## src/hw/rtl/fgr_pkg.sv

```systemverilog
// Shared constants and the job record for the font glyph column renderer.
// No dependencies; imported by every module of the block.
package fgr_pkg;

  localparam int FONT_BYTES      = 4096;
  localparam int FONT_AW         = $clog2(FONT_BYTES);
  localparam int MAX_GLYPH_WIDTH = 16;
  localparam int MAX_PAGES       = 4;
  localparam int RESULT_LIMIT    = 64;
  localparam int QUEUE_DEPTH     = 2;
  localparam int PAGE_W          = 4;  // holds up to fifteen pages

  // header byte offsets
  localparam logic [2:0] HDR_LEN_HI = 3'd0;
  localparam logic [2:0] HDR_LEN_LO = 3'd1;
  localparam logic [2:0] HDR_WIDTH  = 3'd2;
  localparam logic [2:0] HDR_HEIGHT = 3'd3;
  localparam logic [2:0] HDR_FIRST  = 3'd4;
  localparam logic [2:0] HDR_COUNT  = 3'd5;
  localparam logic [2:0] HDR_TABLE  = 3'd6;

  localparam logic [7:0] CHAR_SPACE = 8'h20;
  localparam logic [7:0] CHAR_TILDE = 8'h7E;

  localparam logic FUNC_WRITE = 1'b0;
  localparam logic FUNC_DRAW  = 1'b1;

  // one classified draw, handed from front to back
  typedef struct packed {
    logic               single;  // one result only, no store reads
    logic               err;
    logic [15:0]        ox;
    logic [15:0]        oy;
    logic [15:0]        color;
    logic [7:0]         width;
    logic [PAGE_W-1:0]  pages;
    logic [FONT_AW-1:0] base;
  } job_t;

endpackage

```

## src/hw/rtl/fgr_queue.sv

```systemverilog
// Short job queue between the front and back ends.
// Uses fgr_pkg for the job record.
module fgr_queue #(
  parameter int DEPTH = fgr_pkg::QUEUE_DEPTH
) (
  input  logic          clk,
  input  logic          rst,
  input  logic          push,
  input  fgr_pkg::job_t push_job,
  output logic          q_ready,
  output logic          q_valid,
  output fgr_pkg::job_t q_job,
  input  logic          pop
);
  import fgr_pkg::*;

  localparam int PW = (DEPTH > 1) ? $clog2(DEPTH) : 1;
  localparam int CW = $clog2(DEPTH + 1);

  job_t          slots [DEPTH];
  logic [PW-1:0] wr_ptr, rd_ptr;
  logic [CW-1:0] count;

  assign q_ready = (count != CW'(DEPTH));
  assign q_valid = (count != '0);
  assign q_job   = slots[rd_ptr];

  always_ff @(posedge clk) begin
    if (push) begin
      slots[wr_ptr] <= push_job;
    end
  end

  always_ff @(posedge clk) begin
    if (rst) begin
      wr_ptr <= '0;
      rd_ptr <= '0;
      count  <= '0;
    end else begin
      if (push) begin
        wr_ptr <= (wr_ptr == PW'(DEPTH - 1)) ? '0 : wr_ptr + PW'(1);
      end
      if (pop) begin
        rd_ptr <= (rd_ptr == PW'(DEPTH - 1)) ? '0 : rd_ptr + PW'(1);
      end
      if (push && !pop) begin
        count <= count + CW'(1);
      end else if (pop && !push) begin
        count <= count - CW'(1);
      end
    end
  end

  a_no_overflow: assert property (@(posedge clk) disable iff (rst)
    push |-> (count != CW'(DEPTH)) || pop)
    else $error("job pushed into full queue");

  a_no_underflow: assert property (@(posedge clk) disable iff (rst)
    pop |-> (count != '0))
    else $error("job popped from empty queue");

endmodule

```

## config.mk

```make
export PLATFORM = sky130hd
export DESIGN_NAME = fgr_queue
export DESIGN_NICKNAME = d
export VERILOG_FILES = /design/src/hw/rtl/fgr_pkg.sv /design/src/hw/rtl/fgr_queue.sv
export SDC_FILE = /design/constraint.sdc
export NUM_CORES = 1
export LEC_CHECK = 0
export BUFFER_PORTS_ARGS = -buffer_cell sky130_fd_sc_hd__buf_2
export CAP_MARGIN = 5
export CELL_PAD_IN_SITES_DETAIL_PLACEMENT = 0
export CELL_PAD_IN_SITES_GLOBAL_PLACEMENT = 1
export CORE_ASPECT_RATIO = 1.2
export CORE_MARGIN = 1
export CORE_UTILIZATION = 47
export CTS_CLUSTER_DIAMETER = 30
export DETAILED_ROUTE_END_ITERATION = 6
export HOLD_SLACK_MARGIN = 0.15
export PLACE_DENSITY = 0.91
export SETUP_SLACK_MARGIN = 0.5
export SYNTH_ARGS = -nofsm -noshare
export SYNTH_HDL_FRONTEND = slang
export SYNTH_SLANG_ARGS = --single-unit
```

## constraint.sdc

```tcl
create_clock -name clk -period 7.21 [get_ports clk]
set_input_delay 0.721 -clock clk [delete_from_list [all_inputs] [get_ports clk]]
set_output_delay 0.721 -clock clk [all_outputs]
set_load 0.01 [all_outputs]
```

==> impl_metrics.py <==
metrics = {
    "yosys": {
        "syn_area_um2": 5570,
        "async_flop_share_pct": 0,
        "synth_top_area_share_pct": 79.9,
        "synth.distinct_cells": 18,
        "ys_seq_elements": 153,
        "syn_avg_cell_area_um2": 22.1,
        "yosysWarnings": 0,
        "synth_ff_type": "edfxtp_1",
        "synthCells": 252,
        "yosysSeqAreaShare_pct": 81.7,
        "synth_edf_count": 148,
        "synth_area_leaders": "edfxtp_1 80%, mux2_1 15%, dfxtp_1 1.8%, buf_6 1.2%, xnor2_1 0.31%",
        "syn-num-nets": 331,
        "yosysTopAreaCell": "edfxtp_1",
        "ys_top_cells_by_count": "148 x edfxtp_1, 74 x mux2_1, 6 x buf_6",
        "synth.most_common_cell": "edfxtp_1",
    },
    "finish": {
        "n_antenna_cell": 0,
        "drive_gt1_share_pct": 43.3,
        "fillers": 855,
        "fin_nets": 496,
        "areaGrowthSynthToFinish_pct": 27.6,
        "final_core_util_pct": 61.4,
    },
    "die": {
        "core-area_um2": 11600,
        "num_rows": 43,
        "ioPinCount": 154,
        "die_w_um": 101,
        "dieArea_um2": 12300,
        "dieHeight_um": 121,
        "start_util_pct": 48.1,
    },
    "grt": {
        "grt_max_degree": 75,
        "grt_antenna_before_repair": 0,
        "grt_pass1_wl_um": 13900,
        "gr-total-overflow": 0,
        "grt_pass1_vias": 2950,
        "grt_usage_pct": 15.5,
    },
    "worst_setup_path": {
        "crit_chain": "mux2_1 -> buf_2",
        "critPathArrivalTime_ps": 2020,
        "cp-endpoint": "q_job[53]",
        "worst_setup_path_end_kind": "output port",
        "rr_worst_depth": 2,
        "startpoint_type": "flop",
        "path_class": "reg -> out",
        "worstReg2RegEnd": "slots[0][65]",
        "regToRegStartpoint": "wr_ptr",
        "rrSetupSlack_ps": 5070,
        "cp_data_required_time_ps": 6490,
        "max_stage_delay_ps": 1020,
        "cpMaxStageDelayCell": "dfxtp_4",
        "path_buf_inv": 1,
        "cp.depth": 2,
        "critPathTopFamily": "flip-flops",
        "path_max_fanout": 74,
    },
    "cts": {
        "cts_max_level": 4,
        "clk_pin_slew_worst_paths_ps": 60,
        "hold_buffers": 0,
        "cts_tree": "done",
        "cts_resized": 0,
        "post_cts.repair.setup_buffers": 0,
        "clkLatencyLatePin_ps": 400,
        "cts_buffers": 17,
        "clock-sinks": 153,
        "root_buffer": "clkbuf_16",
        "max-clock-path-buffers": 2,
    },
    "timing": {
        "max_freq_mhz": 365,
        "fin_skew_ps": 4.33,
        "fin_crit_sh_pct": 38.0,
        "finalHoldViolCount": 0,
        "rsz0062_at_grt": "no",
        "tightest_slew_ps": 1010,
        "setup_tns_ps": 0,
        "min_period_ps": 2740,
        "drv_slew": 0,
        "slew_headroom_pct": 32.8,
        "finalSetupViolCount": 0,
    },
    "run_status": {
        "status": "completed",
    },
    "drt": {
        "post_drt_wl_per_cell_um": 15.5,
        "dr.first_iter.drc_count": 118,
        "drc": 0,
        "ant_nets": 0,
        "drtPass1Iterations": 4,
        "vias": 2796,
        "route.detailed.vias_per_inst": 4.76,
        "wl_um": 9110,
    },
    "hold_path": {
        "hold_path.class": "in -> reg",
    },
    "pwr": {
        "vdd_drop_max_mv": 0.198,
        "leakagePower_nw": 2.69,
        "power_density_nw_per_um2": 307,
    },
    "placed_design": {
        "io_buffer_count": 153,
        "dp_hpwl_um": 5760,
        "place_congestion": 0.635,
    },
    "job": {
        "maxCapViolCount": 0,
    },
}
[sequential cells by signal, summed over array words and instances, names as in the netlist, named ones only]
signal  cells
wr_ptr      1
count       2
rd_ptr      1
slots     148
[cells in the final DEF, fill, tap and decap left out]
cell type,n
a21oi_1,1
and2_4,1
buf_2,153
buf_4,1
bufinv_16,5
clkbuf_1,1
clkbuf_16,17
clkinv_1,2
clkinv_2,3
clkinv_4,1
clkinvlp_4,3
dfxtp_1,4
dfxtp_4,1
edfxtp_1,148
ha_1,1
inv_1,1
mux2_1,74
nand2b_1,1
nor2_1,4
nor2b_4,1
o21ai_0,1
or2_1,1
or3_1,1
xnor2_1,2
xor2_1,2
[through the flow]
stage,instance area (µm²),power (mW),cells,setup slack [ps],hold WS (ps)
floorplan,5570,1.18,252,2730,461
detailed placement,6470,1.27,555,4450,502
finish,7100,2.18,587,4470,503
CTS,7100,2.20,587,4410,487
global placement,6470,1.26,555,4510,480
global route,7100,2.25,587,4350,487
[per-layer routing]
| layer | vias to the layer above | GRT usage [%] | part of all wire, % |
|---|---|---|---|
| li1 | 1321 | - | - |
| met1 | 1367 | 16.6 | 39 |
| met2 | 93 | 27.6 | 54 |
| met3 | 15 | 4.32 | 5.4 |
| met4 | 0 | 8.06 | 1.9 |
| met5 | - | 0 | 0 |
[area by class of cell]
cell class,count,area (µm²),share of cell area [%]
timing repair buffer,154,773,10.9
inverter,1,3.75,0.0529
sequential,153,4550,64.0
clock inverter,14,204,2.87
multi-input combinational,90,947,13.3
tap,157,196,2.77
clock buffer,18,429,6.04
[power by group]
group | switching, mW | total [mW] | internal [mW]
Clock | 0.324 | 0.934 | 0.610
Combinational | 0.0936 | 0.177 | 0.0838
Sequential | 0.0287 | 1.07 | 1.04
Total | 0.447 | 2.18 | 1.73
[worst min path at each step]
stage | to | cells past startpoint | start
6_report | slots[0][50] | 1 | push_job[50]
5_1_grt | slots[0][32] | 1 | push_job[32]
4_1_cts | slots[1][50] | 1 | push_job[50]
3_5_place_dp | count[1] | 2 | count[1]
3_3_place_gp | count[1] | 2 | count[1]
2_1_floorplan | count[1] | 2 | count[1]
[kinds of logic after synthesis]
family / Yosys count / share of synthesized area, %
flip-flops: 153 / 81.7
multiplexers: 74 / 15.0
buffers and inverters: 9 / 1.51
AND/OR/NAND/NOR: 9 / 0.832
XOR/XNOR: 4 / 0.630
AO/OA/AOI/OAI: 2 / 0.180
adder cells (fa/ha/maj): 1 / 0.225
(Power assumes the default switching activity.)
