### config.mk
export PLATFORM = sky130hd
export DESIGN_NAME = fgr_front
export DESIGN_NICKNAME = d
export VERILOG_FILES = /design/src/hw/rtl/fgr_pkg.sv /design/src/hw/rtl/fgr_front.sv
export SDC_FILE = /design/constraint.sdc
export NUM_CORES = 1
export LEC_CHECK = 0
export BUFFER_PORTS_ARGS = -buffer_cell sky130_fd_sc_hd__buf_4
export CORE_MARGIN = 2
export CORE_UTILIZATION = 50
export DETAILED_ROUTE_END_ITERATION = 12
export PLACE_DENSITY_LB_ADDON = 0.15
export SYNTH_ARGS = -nofsm -noshare
export SYNTH_HDL_FRONTEND = slang
export SYNTH_SLANG_ARGS = --single-unit
export TNS_END_PERCENT = 50
### constraint.sdc
create_clock -name clk -period 7.7 [get_ports clk]
set_clock_uncertainty 0.1 [all_clocks]
set_input_delay 0.77 -clock clk [delete_from_list [all_inputs] [get_ports clk]]
set_output_delay 0.77 -clock clk [all_outputs]
set_load 0.02 [all_outputs]
### src/hw/rtl/fgr_pkg.sv
// Shared constants and the job record for the font glyph column renderer.
// No dependencies; imported by every module of the block.
package fgr_pkg;

  localparam int FONT_BYTES      = 4096;
  localparam int FONT_AW         = $clog2(FONT_BYTES);
  localparam int MAX_GLYPH_WIDTH = 16;
  localparam int MAX_PAGES       = 4;
  localparam int RESULT_LIMIT    = 64;
  localparam int QUEUE_DEPTH     = 2;
  localparam int PAGE_W          = 4;  // holds up to fifteen pages

  // header byte offsets
  localparam logic [2:0] HDR_LEN_HI = 3'd0;
  localparam logic [2:0] HDR_LEN_LO = 3'd1;
  localparam logic [2:0] HDR_WIDTH  = 3'd2;
  localparam logic [2:0] HDR_HEIGHT = 3'd3;
  localparam logic [2:0] HDR_FIRST  = 3'd4;
  localparam logic [2:0] HDR_COUNT  = 3'd5;
  localparam logic [2:0] HDR_TABLE  = 3'd6;

  localparam logic [7:0] CHAR_SPACE = 8'h20;
  localparam logic [7:0] CHAR_TILDE = 8'h7E;

  localparam logic FUNC_WRITE = 1'b0;
  localparam logic FUNC_DRAW  = 1'b1;

  // one classified draw, handed from front to back
  typedef struct packed {
    logic               single;  // one result only, no store reads
    logic               err;
    logic [15:0]        ox;
    logic [15:0]        oy;
    logic [15:0]        color;
    logic [7:0]         width;
    logic [PAGE_W-1:0]  pages;
    logic [FONT_AW-1:0] base;
  } job_t;

endpackage

### src/hw/rtl/fgr_front.sv
// Front end: accepts words, performs store writes, reads the header and walks
// the width table, then queues one classified job per draw. Uses fgr_pkg.
module fgr_front (
  input  logic                        clk,
  input  logic                        rst,
  input  logic                        in_valid,
  output logic                        in_ready,
  input  logic                        func,
  input  logic [11:0]                 font_addr,
  input  logic [7:0]                  font_byte,
  input  logic signed [15:0]          origin_x,
  input  logic signed [15:0]          origin_y,
  input  logic [7:0]                  char_code,
  input  logic [15:0]                 ink_color,
  input  logic                        back_idle,
  output logic                        wr_en,
  output logic [fgr_pkg::FONT_AW-1:0] wr_addr,
  output logic [7:0]                  wr_data,
  output logic [fgr_pkg::FONT_AW-1:0] rd_addr,
  input  logic [7:0]                  rd_data,
  output logic                        push,
  output fgr_pkg::job_t               push_job,
  input  logic                        q_ready
);
  import fgr_pkg::*;

  typedef enum logic [7:0] {
    F_IDLE  = 8'b0000_0001,
    F_WRITE = 8'b0000_0010,
    F_HDR   = 8'b0000_0100,
    F_CLASS = 8'b0000_1000,
    F_WALK  = 8'b0001_0000,
    F_CALC  = 8'b0010_0000,
    F_BASE  = 8'b0100_0000,
    F_PUSH  = 8'b1000_0000
  } fstate_t;

  fstate_t state;

  logic [FONT_AW-1:0] wa;
  logic [7:0]         wd;
  logic [15:0]        ox, oy, color;
  logic [7:0]         ch;
  logic [7:0]         len_hi, len_lo, fixed_w, height, first_ch, count;
  logic [2:0]         hcnt;
  logic [2:0]         hdr_sel;
  logic [7:0]         idx;
  logic [5:0]         pages;
  logic [5:0]         pages_c;
  logic [7:0]         width;
  logic [11:0]        sum;
  logic [7:0]         wcnt;
  logic [13:0]        wp;
  logic               is_fixed;
  job_t               job;

  logic               out_of_range;
  logic [13:0]        mul_a;
  logic [7:0]         mul_b;
  logic [21:0]        prod;
  logic [FONT_AW-1:0] base_c;
  logic               too_big;
  logic               empty_glyph;

  assign in_ready = (state == F_IDLE);
  assign wr_en    = (state == F_WRITE) && back_idle;
  assign wr_addr  = wa;
  assign wr_data  = wd;
  assign push     = (state == F_PUSH) && q_ready;
  assign push_job = job;
  assign hdr_sel  = hcnt - 3'd1;

  always_comb begin
    case (state)
      F_HDR:   rd_addr = FONT_AW'(hcnt);
      F_WALK:  rd_addr = FONT_AW'(HDR_TABLE) + FONT_AW'(wcnt);
      default: rd_addr = '0;
    endcase
  end

  always_comb begin
    out_of_range = (ch < CHAR_SPACE) || (ch > CHAR_TILDE) || (ch < first_ch) ||
                   ((ch - first_ch) >= count);
    pages_c      = 6'((9'(height) + 9'd7) >> 3);
    // fixed: idx * (pages * width); table: sum * pages, both modulo the store
    mul_a        = is_fixed ? wp : 14'(sum);
    mul_b        = is_fixed ? idx : 8'(pages);
    prod         = 22'(mul_a) * 22'(mul_b);
    base_c       = FONT_AW'(prod) + (is_fixed ? FONT_AW'(0) : FONT_AW'(count)) +
                   FONT_AW'(HDR_TABLE);
    too_big      = (width > 8'(MAX_GLYPH_WIDTH)) || (pages > 6'(MAX_PAGES)) ||
                   (wp > 14'(RESULT_LIMIT));
    empty_glyph  = (width == 8'd0) || (pages == 6'd0);
  end

  always_ff @(posedge clk) begin
    if (rst) begin
      state <= F_IDLE;
    end else begin
      case (state)
        F_IDLE: begin
          if (in_valid) begin
            wa    <= FONT_AW'(font_addr);
            wd    <= font_byte;
            ox    <= origin_x;
            oy    <= origin_y;
            ch    <= char_code;
            color <= ink_color;
            hcnt  <= 3'd0;
            state <= (func == FUNC_WRITE) ? F_WRITE : F_HDR;
          end
        end
        F_WRITE: begin
          if (back_idle) begin
            state <= F_IDLE;
          end
        end
        F_HDR: begin
          hcnt <= hcnt + 3'd1;
          if (hcnt != 3'd0) begin
            case (hdr_sel)
              HDR_LEN_HI: len_hi   <= rd_data;
              HDR_LEN_LO: len_lo   <= rd_data;
              HDR_WIDTH:  fixed_w  <= rd_data;
              HDR_HEIGHT: height   <= rd_data;
              HDR_FIRST:  first_ch <= rd_data;
              HDR_COUNT:  count    <= rd_data;
              default: ;
            endcase
          end
          if (hcnt == HDR_TABLE) begin
            state <= F_CLASS;
          end
        end
        F_CLASS: begin
          idx      <= ch - first_ch;
          pages    <= pages_c;
          is_fixed <= (len_hi == 8'd0) && (len_lo == 8'd0);
          sum      <= '0;
          wcnt     <= '0;
          width    <= fixed_w;
          if (out_of_range) begin
            job   <= '{single: 1'b1, err: 1'b0, ox: ox, oy: oy, color: color,
                       width: 8'd0, pages: '0, base: '0};
            state <= F_PUSH;
          end else if ((len_hi == 8'd0) && (len_lo == 8'd0)) begin
            state <= F_CALC;
          end else begin
            state <= F_WALK;
          end
        end
        F_WALK: begin
          // read for entry wcnt goes out now, data of entry wcnt-1 is back
          wcnt <= wcnt + 8'd1;
          if (wcnt != 8'd0) begin
            if ((wcnt - 8'd1) < idx) begin
              sum <= sum + 12'(rd_data);
            end else begin
              width <= rd_data;
              state <= F_CALC;
            end
          end
        end
        F_CALC: begin
          wp    <= 14'(width) * 14'(pages);
          state <= F_BASE;
        end
        F_BASE: begin
          job   <= '{single: too_big || empty_glyph, err: too_big, ox: ox, oy: oy,
                     color: color, width: width, pages: PAGE_W'(pages), base: base_c};
          state <= F_PUSH;
        end
        F_PUSH: begin
          if (q_ready) begin
            state <= F_IDLE;
          end
        end
        default: state <= F_IDLE;
      endcase
    end
  end

endmodule

==> results_dict.tcl, run 1 <==
set metrics [dict create \
    post-cts-setup-buffer-count 0 \
    first_pass_iters 5 \
    ctsResizeCount 0 \
    cts.root.buffer_cell "clkbuf_16" \
    grt_usage 0.201 \
    cp_data_arrival_time_ps 5900 \
    synth-seq-cells 266 \
    clk_latency_ps 550 \
    synth_edf_count 258 \
    die_area_um2 30000 \
    core-area_um2 28000 \
    rows 61 \
    drt_iter0_drc 594 \
    cts_tree "yes" \
    synth_area_um2 14300 \
    min_period_ps 5740 \
    grt_pass1_vias 8803 \
    crit_path_frequent_cell "fa_1" \
    ys_types 63 \
    cts_hold_buffers 0 \
    period_share 0.745 \
    final_cell_mix "258 x edfxtp_1, 202 x buf_4, 151 x inv_1" \
    critPathMaxStageDelay_ps 960 \
    ff2ff_path_depth 15 \
    final_hold_viol_count 0 \
    final_common_cell "edfxtp_1" \
    rsz0062_at_grt "false" \
    p_leak_uw 0.00718 \
    port-buffer-count 195 \
    drc_errors 0 \
    die_x_um 173 \
    setup_viol 0 \
    drive_gt1_frac 0.204 \
    hold_start "char_code[7]" \
    htree_levels 1 \
    gr-total-overflow 0 \
    antenna_found_initial 0 \
    synthFlopType "edfxtp_1" \
    final_util 0.611 \
    area_growth_pct 19.5 \
    critPathSlowestCell "edfxtp_1" \
    fill_cells 2246 \
    synthArstFlopShare 0 \
    cp-end-kind "register" \
    hpwlAfterDp_um 22100 \
    syn_area_per_cell_um2 12.6 \
    vdd_drop_max_uv 195 \
    critical_path.startpoint "is_fixed" \
    synthCells 1139 \
    cp_cell_sequence "buf_4, mux2i_1, nor2_1, fa_1, fa_1, inv_1, fa_1, fa_1, inv_1, ha_1, or3_1, nor3_1, o31ai_1, xor2_1, nor2_1" \
    r2r_start "is_fixed" \
    clk_pin_slew_ps 70 \
    grt_pass1_wl_um 47600 \
    cp-start-kind "register" \
    p_per_area_nw_per_um2 194 \
    routed_wl_um 30300 \
    tns_ps 0 \
    pin_count 199 \
    layout.nets 1593 \
    worstPathRequired_ps 7870 \
    vias 8907 \
    slew_violations 0 \
    yosysSeqAreaShare 0.552 \
    die_y_um 173 \
    diodes 0 \
    fmax_mhz 174 \
    path_max_fanout 27 \
    numCtsBuffers 29 \
    post_drt_wl_per_cell_um 17.4 \
    grt_max_degree 75 \
    status "complete, no violations" \
    cts.sinks 266 \
    worstMarginPinSlew_ps 988 \
    crit_type "reg2reg" \
    gp_congestion 0.864 \
    holdCritPathClass "in2reg" \
    slew_headroom 0.341 \
    clock_path_buffers 3 \
    via_per_inst 5.11 \
    initial_utilization 0.511 \
    hold_path_depth 1 \
    yosysWarnings 0 \
    ant_nets 0 \
    max-cap-violations 0 \
]
cells by family (layout without fill, tap and decap cells):
| logic type | Yosys count | in the layout | synth area share |
|---|---|---|---|
| and+or+nand+nor | 346 | 346 | 0.123 |
| muxes | 16 | 16 | 0.0118 |
| buffers and inverters | 182 | 407 | 0.0493 |
| xor gates and xnor gates | 63 | 63 | 0.0395 |
| adders and majority gates | 160 | 160 | 0.176 |
| DFF | 266 | 266 | 0.552 |
| AOI/OAI and AO/OA | 105 | 105 | 0.0476 |
| other | 1 | 3 | 0.000262 |
final cells by class:
| class | instances | area, µm² | share of cell area |
|---|---|---|---|
| Sequential cell | 266 | 7910 | 0.462 |
| Multi-Input combinational cell | 693 | 5750 | 0.336 |
| Timing Repair Buffer | 202 | 1520 | 0.0886 |
| Clock buffer | 29 | 726 | 0.0424 |
| Inverter | 151 | 567 | 0.0331 |
| Tap cell | 378 | 473 | 0.0276 |
| Clock inverter | 25 | 184 | 0.0107 |
metal layers:
layer / global-route usage / up-vias / wire length (µm)
li1: - / 4325 / -
met1: 0.293 / 4277 / 13800
met2: 0.316 / 254 / 14000
met3: 0.0285 / 51 / 1650
met4: 0.0593 / 0 / 818
met5: 0 / - / 0
worst paths after layout:
path                            slack, ps      endpoint
worst max-delay path                 1960  push_job[11]
worst min-delay path                  290         ch[7]
worst max register to register       1960  push_job[11]
worst min register to register        320  push_job[28]
metrics by stage:
| stage | worst slack, ps | std cells | area, µm² | hold WS, ps | total power (µW) |
|---|---|---|---|---|---|
| 2_1_floorplan | 931 | 1141 | 14300 | 300 | 1920 |
| 3_3_place_gp | 2160 | 1690 | 16200 | 300 | 2030 |
| 3_5_place_dp | 2020 | 1690 | 16200 | 305 | 2040 |
| 4_1_cts | 2000 | 1744 | 17100 | 270 | 3350 |
| 5_1_grt | 1660 | 1744 | 17100 | 265 | 3440 |
| 6_report | 1960 | 1744 | 17100 | 289 | 3320 |
worst max-delay path: cells and delay by family (launching register included):
kind                       cells  cell delay, ps
AOI/OAI and AO/OA              1             140
xor gates and xnor gates       1             140
adders and majority gates      5            2240
buffers and inverters          3             430
DFF                            1             960
muxes                          1             560
and+or+nand+nor                4             860
registers in the layout, summed over array words and instances (netlist names), 8 cells and up:
name,cells
push_job,74
color,16
ox,16
oy,16
wp,14
sum,12
wr_addr,12
ch,8
count,8
first_ch,8
fixed_w,8
height,8
idx,8
len_hi,8
len_lo,8
state,8
wcnt,8
width,8
wr_data,8
synth_stat cells (21+ instances only):
cell / number / area (µm²)
inv_1: 151 / 567
xor2_1: 26 / 228
a21oi_1: 34 / 170
nor2_1: 93 / 349
nor3_1: 24 / 120
nand2_1: 61 / 229
edfxtp_1: 258 / 7750
and3_1: 29 / 181
ha_1: 90 / 1130
and2_1: 48 / 300
clkbuf_1: 21 / 78.8
xnor2_1: 36 / 315
fa_1: 70 / 1400
where the power goes:
group	internal [µW]	total, µW	switching [µW]
combinational	123	316	193
clock	728	1310	579
sequential	1670	1700	27.5
Power figures use the tool's default switching activity.
==> run 2, diff against run 1 <==
Clock period 7.7 ns to 4.75 ns, I/O delays scaled along.
==> run 2 against run 1 <==
Against the previous run: wire length rose by 7.3%; final area rose by 9.8%; power increased by 71%; critical endpoint is now push_job[10]; largest cell class unchanged; largest power group unchanged; highest routed layer is now met5.
==> results_dict.tcl, run 2 (synthesis results as in run 1) <==
set metrics [dict create \
    ff2ff_path_depth 17 \
    slew_headroom 0.226 \
    cts_tree "yes" \
    clock_path_buffers 3 \
    final_common_cell "buf_4" \
    setup_viol 0 \
    core-area_um2 28000 \
    diodes 0 \
    clk_latency_ps 560 \
    layout.nets 1738 \
    gp_congestion 0.845 \
    hold_start "rd_data[1]" \
    post-place-ws_ps -177 \
    numCtsBuffers 29 \
    max-cap-violations 0 \
    vdd_drop_max_uv 308 \
    critPathMaxStageDelay_ps 530 \
    via_per_inst 5.03 \
    grt_pass1_vias 9685 \
    wl_met2_um 16000 \
    die_x_um 173 \
    grt_usage 0.216 \
    p_comb_frac 0.107 \
    initial_utilization 0.511 \
    crit_path_frequent_cell "fa_1" \
    grt_pass1_wl_um 51100 \
    rows 61 \
    die_area_um2 30000 \
    drt_iter0_drc 522 \
    cp-start-kind "register" \
    die_y_um 173 \
    vias 9494 \
    antenna_found_initial 1 \
    largest_reg_flops 74 \
    hold_path_depth 1 \
    seq_power_share 0.486 \
    cts.root.buffer_cell "clkbuf_16" \
    post_drt_wl_per_cell_um 17.2 \
    place_inst 1752 \
    final_cell_mix "264 x buf_4, 258 x edfxtp_1, 142 x inv_1" \
    holdCritPathClass "in2reg" \
    worstPathRequired_ps 4950 \
    routed_wl_um 32500 \
    internal_power_uw 4350 \
    min_period_ps 4690 \
    rsz0062_at_grt "true" \
    p_per_area_nw_per_um2 301 \
    wl_met3_um 1220 \
    pin_count 199 \
    fmax_mhz 213 \
    cts.sinks 266 \
    path_max_fanout 7 \
    crit_type "reg2reg" \
    htree_levels 1 \
    critPathSlowestCell "fa_1" \
    ant_nets 0 \
    tns_ps 0 \
    cp_cell_sequence "buf_6, buf_4, mux2i_2, buf_4, or2_2, fa_1, inv_2, fa_2, fa_1, inv_1, fa_1, inv_1, ha_4, a21o_1, a41oi_2, xor2_1, nor2_1" \
    clk_pin_slew_ps 60 \
    status "complete, no violations" \
    worstMarginPinSlew_ps 1160 \
    cp_data_arrival_time_ps 4890 \
    p_leak_uw 0.00789 \
    switching_share 0.231 \
    period_share 0.988 \
    drc_errors 0 \
    area_growth_pct 31.2 \
    first_pass_iters 5 \
    layoutNonFillerInstCount 1889 \
    gr-total-overflow 0 \
    final_hold_viol_count 0 \
    routed.top_layer "met5" \
    finalPower_uw 5660 \
    r2r_start "is_fixed" \
    met1_length_um 14400 \
    critical_path.startpoint "is_fixed" \
    grt_max_degree 64 \
    hpwlAfterDp_um 23300 \
    drive_gt1_frac 0.257 \
    power.share.clock 0.408 \
    cp-end-kind "register" \
    slew_violations 0 \
    fill_cells 2046 \
    port-buffer-count 195 \
    setup_slack_ps 57.6 \
    netSwitchingPower_uw 1310 \
]
-- run 2: cell types whose count changed in the layout (fill, tap and decap cells not counted), moves of 7 or more --
cell | before | now
dlygate4sd3_1 | 0 | 76
buf_4 | 202 | 264
ha_1 | 90 | 81
inv_1 | 151 | 142
inv_2 | 0 | 9
clkbuf_1 | 0 | 8
ha_4 | 0 | 8
or2_2 | 17 | 10
or2_4 | 0 | 7
-- run 2: power groups by stage --
stage	Clock [µW]	Sequential (µW)	Combinational [µW]
6_report	2310	2750	603
3_5_place_dp	0	2800	538
2_1_floorplan	0	2820	287
3_3_place_gp	0	2790	524
4_1_cts	2350	2750	595
5_1_grt	2440	2760	661
-- run 2: layer usage --
layer	global-route usage	up-vias
met5	0	-
met4	0.0643	2
met3	0.0309	61
met2	0.370	222
met1	0.288	4595
li1	-	4614
-- run 2: area by class of cell --
cell class,instances,area (µm²),share of cell area
sequential,266,7910,0.421
inverter,151,567,0.0302
clock buffer,39,783,0.0417
timing repair buffer,347,2840,0.151
tap,378,473,0.0252
multi-input combinational,693,6010,0.320
clock inverter,15,205,0.0109
-- run 2: stage by stage --
step                hold slack (ps)   util  cell area (µm²)
floorplan                       300      -            14300
global placement                300  0.596            16700
detailed placement              305  0.596            16700
CTS                            51.0  0.662            18500
global route                   63.2  0.671            18800
finish                         64.3  0.671            18800
-- run 2: path summary, 6_finish.rpt --
check	to	slack, ps
setup / recovery	push_job[10]	60
hold / removal	first_ch[1]	60
setup reg to reg	push_job[10]	60
hold reg to reg	push_job[51]	320
-- run 2: worst max-delay path, delay by kind of cell (launching register included) --
kind,cells,cell delay (ps)
AOI/OAI and AO/OA,2,340
xor gates and xnor gates,1,160
adders and majority gates,5,2230
buffers and inverters,6,650
DFF,1,460
muxes,1,160
and+or+nand+nor,2,330
-- run 2: timing repair --
item | in CTS | in global routing
resized for setup | 18 | 54
pin swaps | 10 | 39
setup buffers | 2 | 4
endpoints found under the setup margin | 4 | 5
hold buffers | 76 | 0
hold endpoints to repair | 76 | 0
gates cloned | 0 | 1
