File: config.mk
export PLATFORM = sky130hd
export DESIGN_NAME = fgr_back
export DESIGN_NICKNAME = d
export VERILOG_FILES = /design/src/hw/rtl/fgr_pkg.sv /design/src/hw/rtl/fgr_back.sv
export SDC_FILE = /design/constraint.sdc
export NUM_CORES = 1
export LEC_CHECK = 0
export BUFFER_PORTS_ARGS = -buffer_cell sky130_fd_sc_hd__buf_2
export CAP_MARGIN = 20
export CORE_UTILIZATION = 54
export DETAILED_ROUTE_END_ITERATION = 10
export GPL_TIMING_DRIVEN = 0
export HOLD_SLACK_MARGIN = 0.06
export PLACE_DENSITY_LB_ADDON = 0.12
export SLEW_MARGIN = 10
export SYNTH_ARGS = -nofsm -noshare
export SYNTH_HDL_FRONTEND = slang
export SYNTH_SLANG_ARGS = --single-unit
File: constraint.sdc
create_clock -name clk -period 7.25 [get_ports clk]
set_input_delay 0.3625 -clock clk [delete_from_list [all_inputs] [get_ports clk]]
set_output_delay 0.3625 -clock clk [all_outputs]
set_load 0.1 [all_outputs]
File: src/hw/rtl/fgr_pkg.sv
// Shared constants and the job record for the font glyph column renderer.
// No dependencies; imported by every module of the block.
package fgr_pkg;

  localparam int FONT_BYTES      = 4096;
  localparam int FONT_AW         = $clog2(FONT_BYTES);
  localparam int MAX_GLYPH_WIDTH = 16;
  localparam int MAX_PAGES       = 4;
  localparam int RESULT_LIMIT    = 64;
  localparam int QUEUE_DEPTH     = 2;
  localparam int PAGE_W          = 4;  // holds up to fifteen pages

  // header byte offsets
  localparam logic [2:0] HDR_LEN_HI = 3'd0;
  localparam logic [2:0] HDR_LEN_LO = 3'd1;
  localparam logic [2:0] HDR_WIDTH  = 3'd2;
  localparam logic [2:0] HDR_HEIGHT = 3'd3;
  localparam logic [2:0] HDR_FIRST  = 3'd4;
  localparam logic [2:0] HDR_COUNT  = 3'd5;
  localparam logic [2:0] HDR_TABLE  = 3'd6;

  localparam logic [7:0] CHAR_SPACE = 8'h20;
  localparam logic [7:0] CHAR_TILDE = 8'h7E;

  localparam logic FUNC_WRITE = 1'b0;
  localparam logic FUNC_DRAW  = 1'b1;

  // one classified draw, handed from front to back
  typedef struct packed {
    logic               single;  // one result only, no store reads
    logic               err;
    logic [15:0]        ox;
    logic [15:0]        oy;
    logic [15:0]        color;
    logic [7:0]         width;
    logic [PAGE_W-1:0]  pages;
    logic [FONT_AW-1:0] base;
  } job_t;

endpackage

File: src/hw/rtl/fgr_back.sv
// Back end: takes queued jobs, reads glyph bytes page by page and column by
// column, and holds each result word in the output register. Uses fgr_pkg.
module fgr_back (
  input  logic                        clk,
  input  logic                        rst,
  input  logic                        q_valid,
  input  fgr_pkg::job_t               q_job,
  output logic                        pop,
  output logic                        back_idle,
  output logic [fgr_pkg::FONT_AW-1:0] rb_addr,
  input  logic [7:0]                  rb_data,
  output logic                        out_valid,
  input  logic                        out_ready,
  output logic signed [15:0]          col_x,
  output logic signed [15:0]          page_y,
  output logic [7:0]                  pixel_mask,
  output logic [15:0]                 color_out,
  output logic [7:0]                  glyph_width,
  output logic                        last,
  output logic                        error
);
  import fgr_pkg::*;

  typedef enum logic [2:0] {
    B_IDLE = 3'b001,
    B_LOAD = 3'b010,
    B_SHOW = 3'b100
  } bstate_t;

  bstate_t            state;
  job_t               job;
  logic [7:0]         col;
  logic [PAGE_W-1:0]  page;
  logic [FONT_AW-1:0] ptr, ptr_next;

  assign pop       = (state == B_IDLE) && q_valid;
  assign back_idle = (state == B_IDLE) && !q_valid;
  // store address is the pointer's next value, so data is ready in B_LOAD
  assign rb_addr   = ptr_next;

  always_comb begin
    ptr_next = ptr;
    if ((state == B_IDLE) && q_valid) begin
      ptr_next = q_job.base;
    end else if ((state == B_SHOW) && out_ready && !last) begin
      ptr_next = ptr + FONT_AW'(1);
    end
  end

  always_ff @(posedge clk) begin
    if (rst) begin
      state     <= B_IDLE;
      out_valid <= 1'b0;
    end else begin
      case (state)
        B_IDLE: begin
          if (q_valid) begin
            job  <= q_job;
            col  <= '0;
            page <= '0;
            ptr  <= ptr_next;
            if (q_job.single) begin
              col_x       <= q_job.ox;
              page_y      <= q_job.oy;
              pixel_mask  <= 8'd0;
              color_out   <= q_job.color;
              glyph_width <= q_job.width;
              last        <= 1'b1;
              error       <= q_job.err;
              out_valid   <= 1'b1;
              state       <= B_SHOW;
            end else begin
              state <= B_LOAD;
            end
          end
        end
        B_LOAD: begin
          col_x       <= job.ox + 16'(col);
          page_y      <= job.oy + 16'({page, 3'b000});
          pixel_mask  <= rb_data;
          color_out   <= job.color;
          glyph_width <= job.width;
          last        <= (col == job.width - 8'd1) && (page == job.pages - PAGE_W'(1));
          error       <= 1'b0;
          out_valid   <= 1'b1;
          state       <= B_SHOW;
        end
        B_SHOW: begin
          if (out_ready) begin
            out_valid <= 1'b0;
            if (last) begin
              state <= B_IDLE;
            end else begin
              ptr <= ptr_next;
              if (col == job.width - 8'd1) begin
                col  <= '0;
                page <= page + PAGE_W'(1);
              end else begin
                col <= col + 8'd1;
              end
              state <= B_LOAD;
            end
          end
        end
        default: state <= B_IDLE;
      endcase
    end
  end

  a_err_is_last: assert property (@(posedge clk) disable iff (rst)
    out_valid && error |-> last && (pixel_mask == 8'd0))
    else $error("error word not a lone empty last word");

  a_done_to_idle: assert property (@(posedge clk) disable iff (rst)
    out_valid && out_ready && last |=> (state == B_IDLE) && !out_valid)
    else $error("back end did not finish after last word");

  a_no_pop_busy: assert property (@(posedge clk) disable iff (rst)
    pop |-> !out_valid)
    else $error("job taken while a word is still pending");

endmodule

==> results list, run 1 <==
* H-tree depth: 4
* Number of antenna violations at the first check in global routing: 0
- Per-cell routed wire length: 15.12 µm
- In this run, post-CTS hold repair placed 0 buffers.
* Worst hold path class: input port to flip-flop
* Row count: 41
- Setup ws final: 3944 ps
* Transition time at the pin with the least slew margin: 624.2 ps
- CTS sink count: 154
- Summed over all layers, the global routing overflow is 0.
* Kind of end point of the critical path: output pin
- Critical Path Max Stage Delay: 460 ps
- Pre-CTS setup slack: 4362 ps
- After the last flow step, the layout net total stands at 878.
- In this run the static leakage power is 3.559 nW.
- Startpoint kind of the worst setup timing path: flip-flop
* CTS buffer count: 17
* Post-route design area: 8771 µm²
- HPWL after detailed placement: 10.48 mm
* Peak Freq: 302.5 MHz
- For this block, the routed nets add up to 14.48 mm of wire.
- Yosys synthesis warning count: 0
- Bufs and invs on worst path: 3
* Max capacitance violation total: 0
- Worst Path Max Fanout: 8
* Slew headroom: 58.11%
* Sequential-to-total area share from yosys stat: 65.28%
* Number of synthesized register bits: 154
- DIE HEIGHT: 116.0 µm
* Via total after detailed routing: 4,943
- Filler cell count in the final layout: 953
- Number of routed nets with antenna violations: 0
- Setup repair after global routing left no endpoint under its margin.
* Req. time, crit path: 6890 ps
* Final setup vio count: 0
* Share of total power consumed by net switching: 28.19%
* Biggest area contributors in the synthesized netlist: edfxtp_1 (64%), nand2_1 (7.0%), xor2_1 (4.6%)
* Post-detailed-placement cell area: 8195 µm²
- Synthesis produced 579 cells.
- For this design the total switching power over the nets is 0.6340 mW.
* Number of synthesized flops with an enable pin: 150
* Buffer depth of the longest clock path: 2
- Combinational Power Share: 14.9%
- Setup Fix Bufs, Post-CTS: 0
- Root buffer cell: clkbuf_16
- The slowest stage of the critical path is the buf_2 cell.
- Synthesized net count: 684
* Port Buf Inserts: 166
* Width of the die: 116.0 µm
- Maximum number of pins on one net before global-route repair: 28
- Initial cell density of the core: 55.43%
- Synth cell types: 46
- In this run the cell area of the synthesized design comes to 7023 µm².
- Clock latency reported for the late side of the worst-skew pair: 420 ps
- CTS clk-pin slew, worst paths: 60 ps
- Cell internal pwr: 1.615 mW
* Detailed Routing Iterations Pass 1: 5
- Of the total power, registers draw 46.6%.
- Pin placement for this block handled 167 I/O pins.
- For this design the ratio of total power to cell area is 256.4 nW/µm².
- DRT iter0 DRCs: 251
* Overall Global Routing Usage: 22.53%
* Period utilization: 45.60%
- Final RePlAce weighted congestion: 0.8122
* Post-layout minimum cycle time: 3306 ps
* Post-route worst hold slack: 112.3 ps
- Via/cell ratio: 5.160
- Relative to the synthesized area, the layout overhead comes to 24.89%.
- Area of the core: 12,670 µm²
* Clock network fraction of total power: 38.5%
- The number of failing hold endpoints at the final stage was 0.
* TritonCTS clock tree: built
- The share of synthesized area in the top cell type comes to 64.14%.
- Layout cell share with drive strength beyond 1: 27.10%
- The multi-input combinational cells in the finished layout cover a total of 2307 µm².
* WP data arrival: 2940 ps
- The library cells used most frequently in the layout, excluding fill and tap cells, are buf_2 (166), edfxtp_1 (150), nand2_1 (131), o21ai_0 (44), xor2_1 (37).
* Cell family contributing the most delay on the critical path: simple AND/OR/NAND/NOR gates
- Most common flop cell mapped by yosys: edfxtp_1
- The library cell used most frequently in the layout, excluding fill and tap cells, is buf_2.
- Die Footprint: 13,470 µm²
- The worst-case IR drop observed on VDD is 0.1840 mV.
* Kind of critical path: flip-flop to output pin
- The via count of the first global-routing pass is 4,738.
- A synthesized cell averages 12.13 µm².
* Final routed DRC violation total: 0
* Post-synthesis async set-or-reset flop share: 0%
- The biggest area contributor in the post-synthesis netlist is edfxtp_1.
- Status: finished clean
- Traced cell by cell, the critical path runs through or3b_1 > buf_6 > nor3b_4 > and4_1 > buf_4 > nand3_1 > xor2_1 > o21ai_1 > buf_2.
- Number of instances resized during post-cts repair: 0
- The repair_antennas step left the layout with diodes totalling 0.
- Total count of max-transition violations in the final report: 0
* Storage element area: 4584 µm²
- Across the routed clock network, the largest skew measured is 11.19 ps.
- The first global-routing pass estimated 22.54 mm of wire.
-- power by group through the flow --
stage	logic (mW)	registers, mW	clock network, mW
floorplan	0.168	1.15	0
global placement	0.321	1.07	0
detailed placement	0.336	1.07	0
CTS	0.338	1.05	0.881
global route	0.359	1.05	0.911
finish	0.336	1.05	0.866
-- cell usage after synthesis, drive strengths merged (3+ instances only) --
cell type,n
ha,17
o211ai,3
a211oi,3
clkbuf,18
a31oi,3
nand2,131
nor3b,4
nand3,16
o21ai,49
a21o,4
and2,11
nor2b,3
a21oi,13
xor2,37
and3,6
nand4,6
edfxtp,150
nor2,31
inv,16
dfxtp,4
nor3,3
xnor2,23
-- stage by stage --
| stage | utilization [%] | total power, mW | std cells | setup TNS, ps |
|---|---|---|---|---|
| finish | 69.22 | 2.249 | 958 | 0 |
| global route | 69.22 | 2.321 | 958 | 0 |
| CTS | 69.22 | 2.265 | 958 | 0 |
| detailed placement | 64.68 | 1.401 | 926 | 0 |
| global placement | 63.68 | 1.392 | 917 | -14570 |
| floorplan | - | 1.321 | 579 | 0 |
-- flip-flops by register name (all words and copies together), names as in the netlist --
| name | cells |
|---|---|
| state | 3 |
| color_out | 16 |
| job | 60 |
| col | 8 |
| page | 4 |
| last | 1 |
| glyph_width | 8 |
| error | 1 |
| ptr | 12 |
| pixel_mask | 8 |
| out_valid | 1 |
| col_x | 16 |
| page_y | 16 |
-- cell families (layout without fill, tap and decap cells) --
kind of cell    Yosys count  after routing  synth area share (%)
fa+ha+maj                19             19                 3.599
flops                   154            154                 65.28
mux                       2              2                0.2851
xor+xnor                 60             60                 7.483
simple gates            223            223                 14.32
buf+inv                  36            243                 2.084
compound gates           85             85                 6.948
-- cell type report --
class,count,share of cell area [%]
Inverter,16,0.6847
Timing Repair Buffer,175,10.74
Multi-Input combinational cell,389,26.31
Clock buffer,18,4.893
Sequential cell,154,52.27
Tap cell,172,2.454
Buffer,20,0.9843
Clock inverter,14,1.669
-- routing by layer --
layer | vias to the layer above | wire length [µm] | global-route usage, %
li1 | 2452 | - | -
met1 | 2347 | 6244 | 27.58
met2 | 128 | 7248 | 37.70
met3 | 16 | 787 | 7.008
met4 | 0 | 203 | 8.205
met5 | - | 0 | 0
-- path summary, 6_finish.rpt --
| path | startpoint | to | cells past startpoint | slack (ps) |
|---|---|---|---|---|
| worst min-delay path | q_job[12] | job[12] | 1 | 110 |
| worst min register to register | job[25] | color_out[1] | 2 | 510 |
| worst max register to register | job[16] | page[3] | 9 | 4320 |
| worst max-delay path | state[0] | rb_addr[7] | 9 | 3940 |
-- worst register-to-register path, cell delays in order, from the launching register on --
cell and delay [ps]:
edfxtp_1 460, inv_1 110, ha_1 140, clkbuf_1 270, nand2_1 100, mux2i_1 160, a21oi_1 90, a2111o_1 420
o21ai_1 530, and2_1 330
(Power assumes the default switching activity.)
==> run 2: changes to the inputs <==
- ABC_AREA: default -> 1
- CORE_UTILIZATION: 54 -> 55
- clock period: 7.25 -> 3.4 ns (I/O delays scaled with it)
==> run 2 against run 1 <==
Effect of this change: sequential power grew to 2.8 times the previous value; register-to-register slack lost 3600 ps; setup slack got worse by 3300 ps; die area grew 4.0%; final cell count increased by 26%; first-iteration DRC count up 69%; routed wire length rose by 25%.
==> results list, run 2 <==
- Status: finished clean
* Per-cell routed wire length: 14.96 µm (-1.0%)
* CTS clk-pin slew, worst paths: 60 ps (about the same)
- Worst hold path class: input port to flip-flop
- The post-place setup slack is 698.6 ps (-3663 ps).
* CTS sink count: 154 (unchanged)
* Number of instances resized during post-cts repair: 0 (unchanged)
- The maximum number of buffers from clock root to sink was 2 (unchanged).
- The effective utilization at floorplan is 56.24% (+0.81 points).
* Die Footprint: 14,010 µm² (+4.0%)
- The max-capacitance violation count came to 0 (unchanged).
* Synthesized instance count: 751 (+30%)
- Summed over all instances, the cell type with the most area after synthesis is edfxtp_1.
- The core area came to 13,240 µm² (+4.5%).
* Period utilization: 79.96%
- Final-layout setup total negative slack: 0 ps (unchanged)
* Area growth, synth to finish: 33.69%
- Wire length of the first global-routing pass: 28.99 mm (+29%)
* Biggest area contributors in the synthesized netlist: edfxtp_1 (60%), nand2_1 (13%), inv_1 (3.9%)
* Kind of critical path: flip-flop to flip-flop
- Start point of the critical path: state[1]
- The number of standard cells in the layout, taps in and fillers out came to 1,208 (+26%).
- PwrDens: 895.2 nW/µm² (+250%)
* H-tree depth: 4 (unchanged)
- The detailed-route wire length came to 18.08 mm (+25%).
- The top cell types in the final layout, fill and taps aside, are nand2_1 (252), buf_2 (171), edfxtp_1 (150), dlygate4sd3_1 (79), inv_1 (78).
- The share of layout cells above drive strength 1 was 22.00% (-5.1 points).
* Startpoint kind of the worst setup timing path: flip-flop
- The number of warning messages in the yosys log is 0 (unchanged).
* Maximum number of pins on one net before global-route repair: 29 (+3.6%)
- Clock skew: 7.236 ps (-3.955 ps)
* Width of the die: 118.4 µm (+2.0%)
* Detailed Routing Iterations Pass 1: 5 (unchanged)
- The tightest hold margin is 64.88 ps (-47.38 ps).
* Peak supply drop: 0.7636 mV (+310%)
- The arrival time at the worst endpoint is 2840 ps (-100 ps).
- The area fraction of the dominant cell type after synthesis is 60.48% (-3.7 points).
- Clock latency reported for the late side of the worst-skew pair: 420 ps (about the same)
- The global placement routability congestion was 0.9077 (+12%).
* DRT iter0 DRCs: 425 (+69%)
* I/O pin count: 167 (unchanged)
- Synth cell types: 31 (-33%)
- The flip-flop count of the largest register, all copies and words added was 60 (unchanged).
- The transition time at the pin with the least slew margin came to 860.8 ps (+236.6 ps).
- Req. time, crit path: 3520 ps (-3370 ps)
- The count of antenna diodes in the layout came to 0 (unchanged).
- Top cell types by occurrence after synthesis: nand2_1 (252), edfxtp_1 (150), inv_1 (78)
- Number of antenna violations at the first check in global routing: 0 (unchanged)
* CTS buffer count: 17 (unchanged)
- Among all cell types in the netlist, the one instantiated most often is nand2_1.
- The worst slew margin relative to its limit is 42.55% (-16 points).
- The highest net fanout along the worst path came to 28 (+20).
* Setup ws final: 681.4 ps (-3263 ps)
- Synthesized net count: 856 (+25%)
- In the synthesized netlist the dominant register cell turns out to be edfxtp_1.
* Row count: 42 (+2.4%)
- Launch instance of the worst register-to-register path: state[1]
- The library cell used most frequently in the layout, excluding fill and tap cells, is nand2_1.
* Setup repair after global routing missed its margin: no
* Root buffer cell: clkbuf_16
- Number of synthesized flops with an enable pin: 150 (unchanged)
- The via count of the first global-routing pass was 6,239 (+32%).
- STA classifies the critical path endpoint as a flip-flop.
- The floorplan die height was 118.4 µm (+2.0%).
- Number of routed nets with antenna violations: 0 (unchanged)
- The total global routing track utilization is 27.00% (+4.5 points).
- Post-layout minimum cycle time: 2719 ps
- The final HPWL from detailed placement came to 12.16 mm (+16%).
- Power, Total: 8.913 mW (+300%)
* Port Buf Inserts: 166 (unchanged)
* Via total after detailed routing: 6,207 (+26%)
- Total instance count after detailed placement: 1,097 (+18%)
- TritonCTS built the clock tree.
- The number of vias per cell is 5.138 (-0.42%).
- Peak Freq: 367.8 MHz
- The setup-violating endpoint count in the final report was 0 (unchanged).
* Worst hold start: q_job[9]
* Average instance area after synthesis: 9.916 µm² (-18%)
- The post-synthesis register bit count is 154 (unchanged).
- Sequential-to-total area share from yosys stat: 61.56% (-3.7 points)
- The post-synth design cell area is 7447 µm² (+6.0%).
* Final net count: 1,124 (+28%)
* Final Hold Viols: 0 (unchanged)
* Total global routing overflow: 0 (unchanged)
* Post-synthesis async set-or-reset flop share: 0% (unchanged)
- Final routed DRC violation total: 0 (unchanged)
- The final number of max-transition violations came to 0 (unchanged).
- Top reg by flops: job
* Reported leakage power: 4.402 nW (+24%)
==> run 2: changes by cell type after synthesis, sizes merged, moves of 4 or more <==
cell,change
nor3b,-4
or2,+7
nor2,+27
nand2,+122
nor3,+10
xor2,-24
and3,-6
and2,-11
a21o,-4
clkbuf,-7
inv,+64
o21ai,-21
nand3,+34
==> run 2: metal layers <==
layer,global-route usage [%],routed length (µm),up-vias,part of all wire (%)
met2,46.25,9231,206,51
li1,-,-,3038,-
met5,0,0,-,0
met1,32.41,7376,2942,41
met3,7.288,1239,21,6.9
met4,10.42,231,0,1.3
==> run 2: layout make-up <==
class                           instances  area, µm²
Timing Repair Buffer                  249       1709
Multi-Input combinational cell        501       2531
Tap cell                              176      220.2
Clock inverter                         14      115.1
Buffer                                 16      66.31
Sequential cell                       154       4584
Inverter                               80      300.3
Clock buffer                           18      429.2
Fill cell                             931       3287
==> run 2: kinds of logic (layout without fill, tap and decap cells) <==
kind of cell,after synthesis,in the layout,share of synthesized area [%]
buffers and inverters,96,377,4.923
adders and majority gates,19,19,3.394
DFF,154,154,61.56
xor gates and xnor gates,34,34,3.999
AOI/OAI and AO/OA,51,51,3.646
and+or+nand+nor,397,397,22.48
==> run 2: metrics by stage <==
stage          instance area (µm²)  utilization [%]
2_1_floorplan                 7470                -
3_3_place_gp                  8521            64.34
3_5_place_dp                  8621            65.10
4_1_cts                       9956            75.18
5_1_grt                       9956            75.18
6_report                      9956            75.18
==> run 2: worst paths after layout <==
kind                    endpoint  slack (ps)  depth (start not counted)
setup / recovery  glyph_width[1]         680                          7
hold / removal            ptr[9]          60                          3
setup reg to reg  glyph_width[1]         680                          7
hold reg to reg        out_valid         490                          2
==> run 2: report_power, final <==
group | switching, mW | internal [mW]
Clock | 0.800 | 0.949
Combinational | 3.36 | 0.830
Sequential | 0.257 | 2.71
Total | 4.42 | 4.49
==> run 2: critical path: stages, from the launching register on <==
cell and delay (ps):
dfxtp_1 390, inv_1 120, nor3_2 340, inv_1 100, buf_2 210, clkbuf_1 330
a21oi_4 630, buf_12 280
==> run 2: repair_timing <==
item	CTS	global route
hold endpoints to repair	120	0
hold buffers	79	0
buffers inserted	0	0
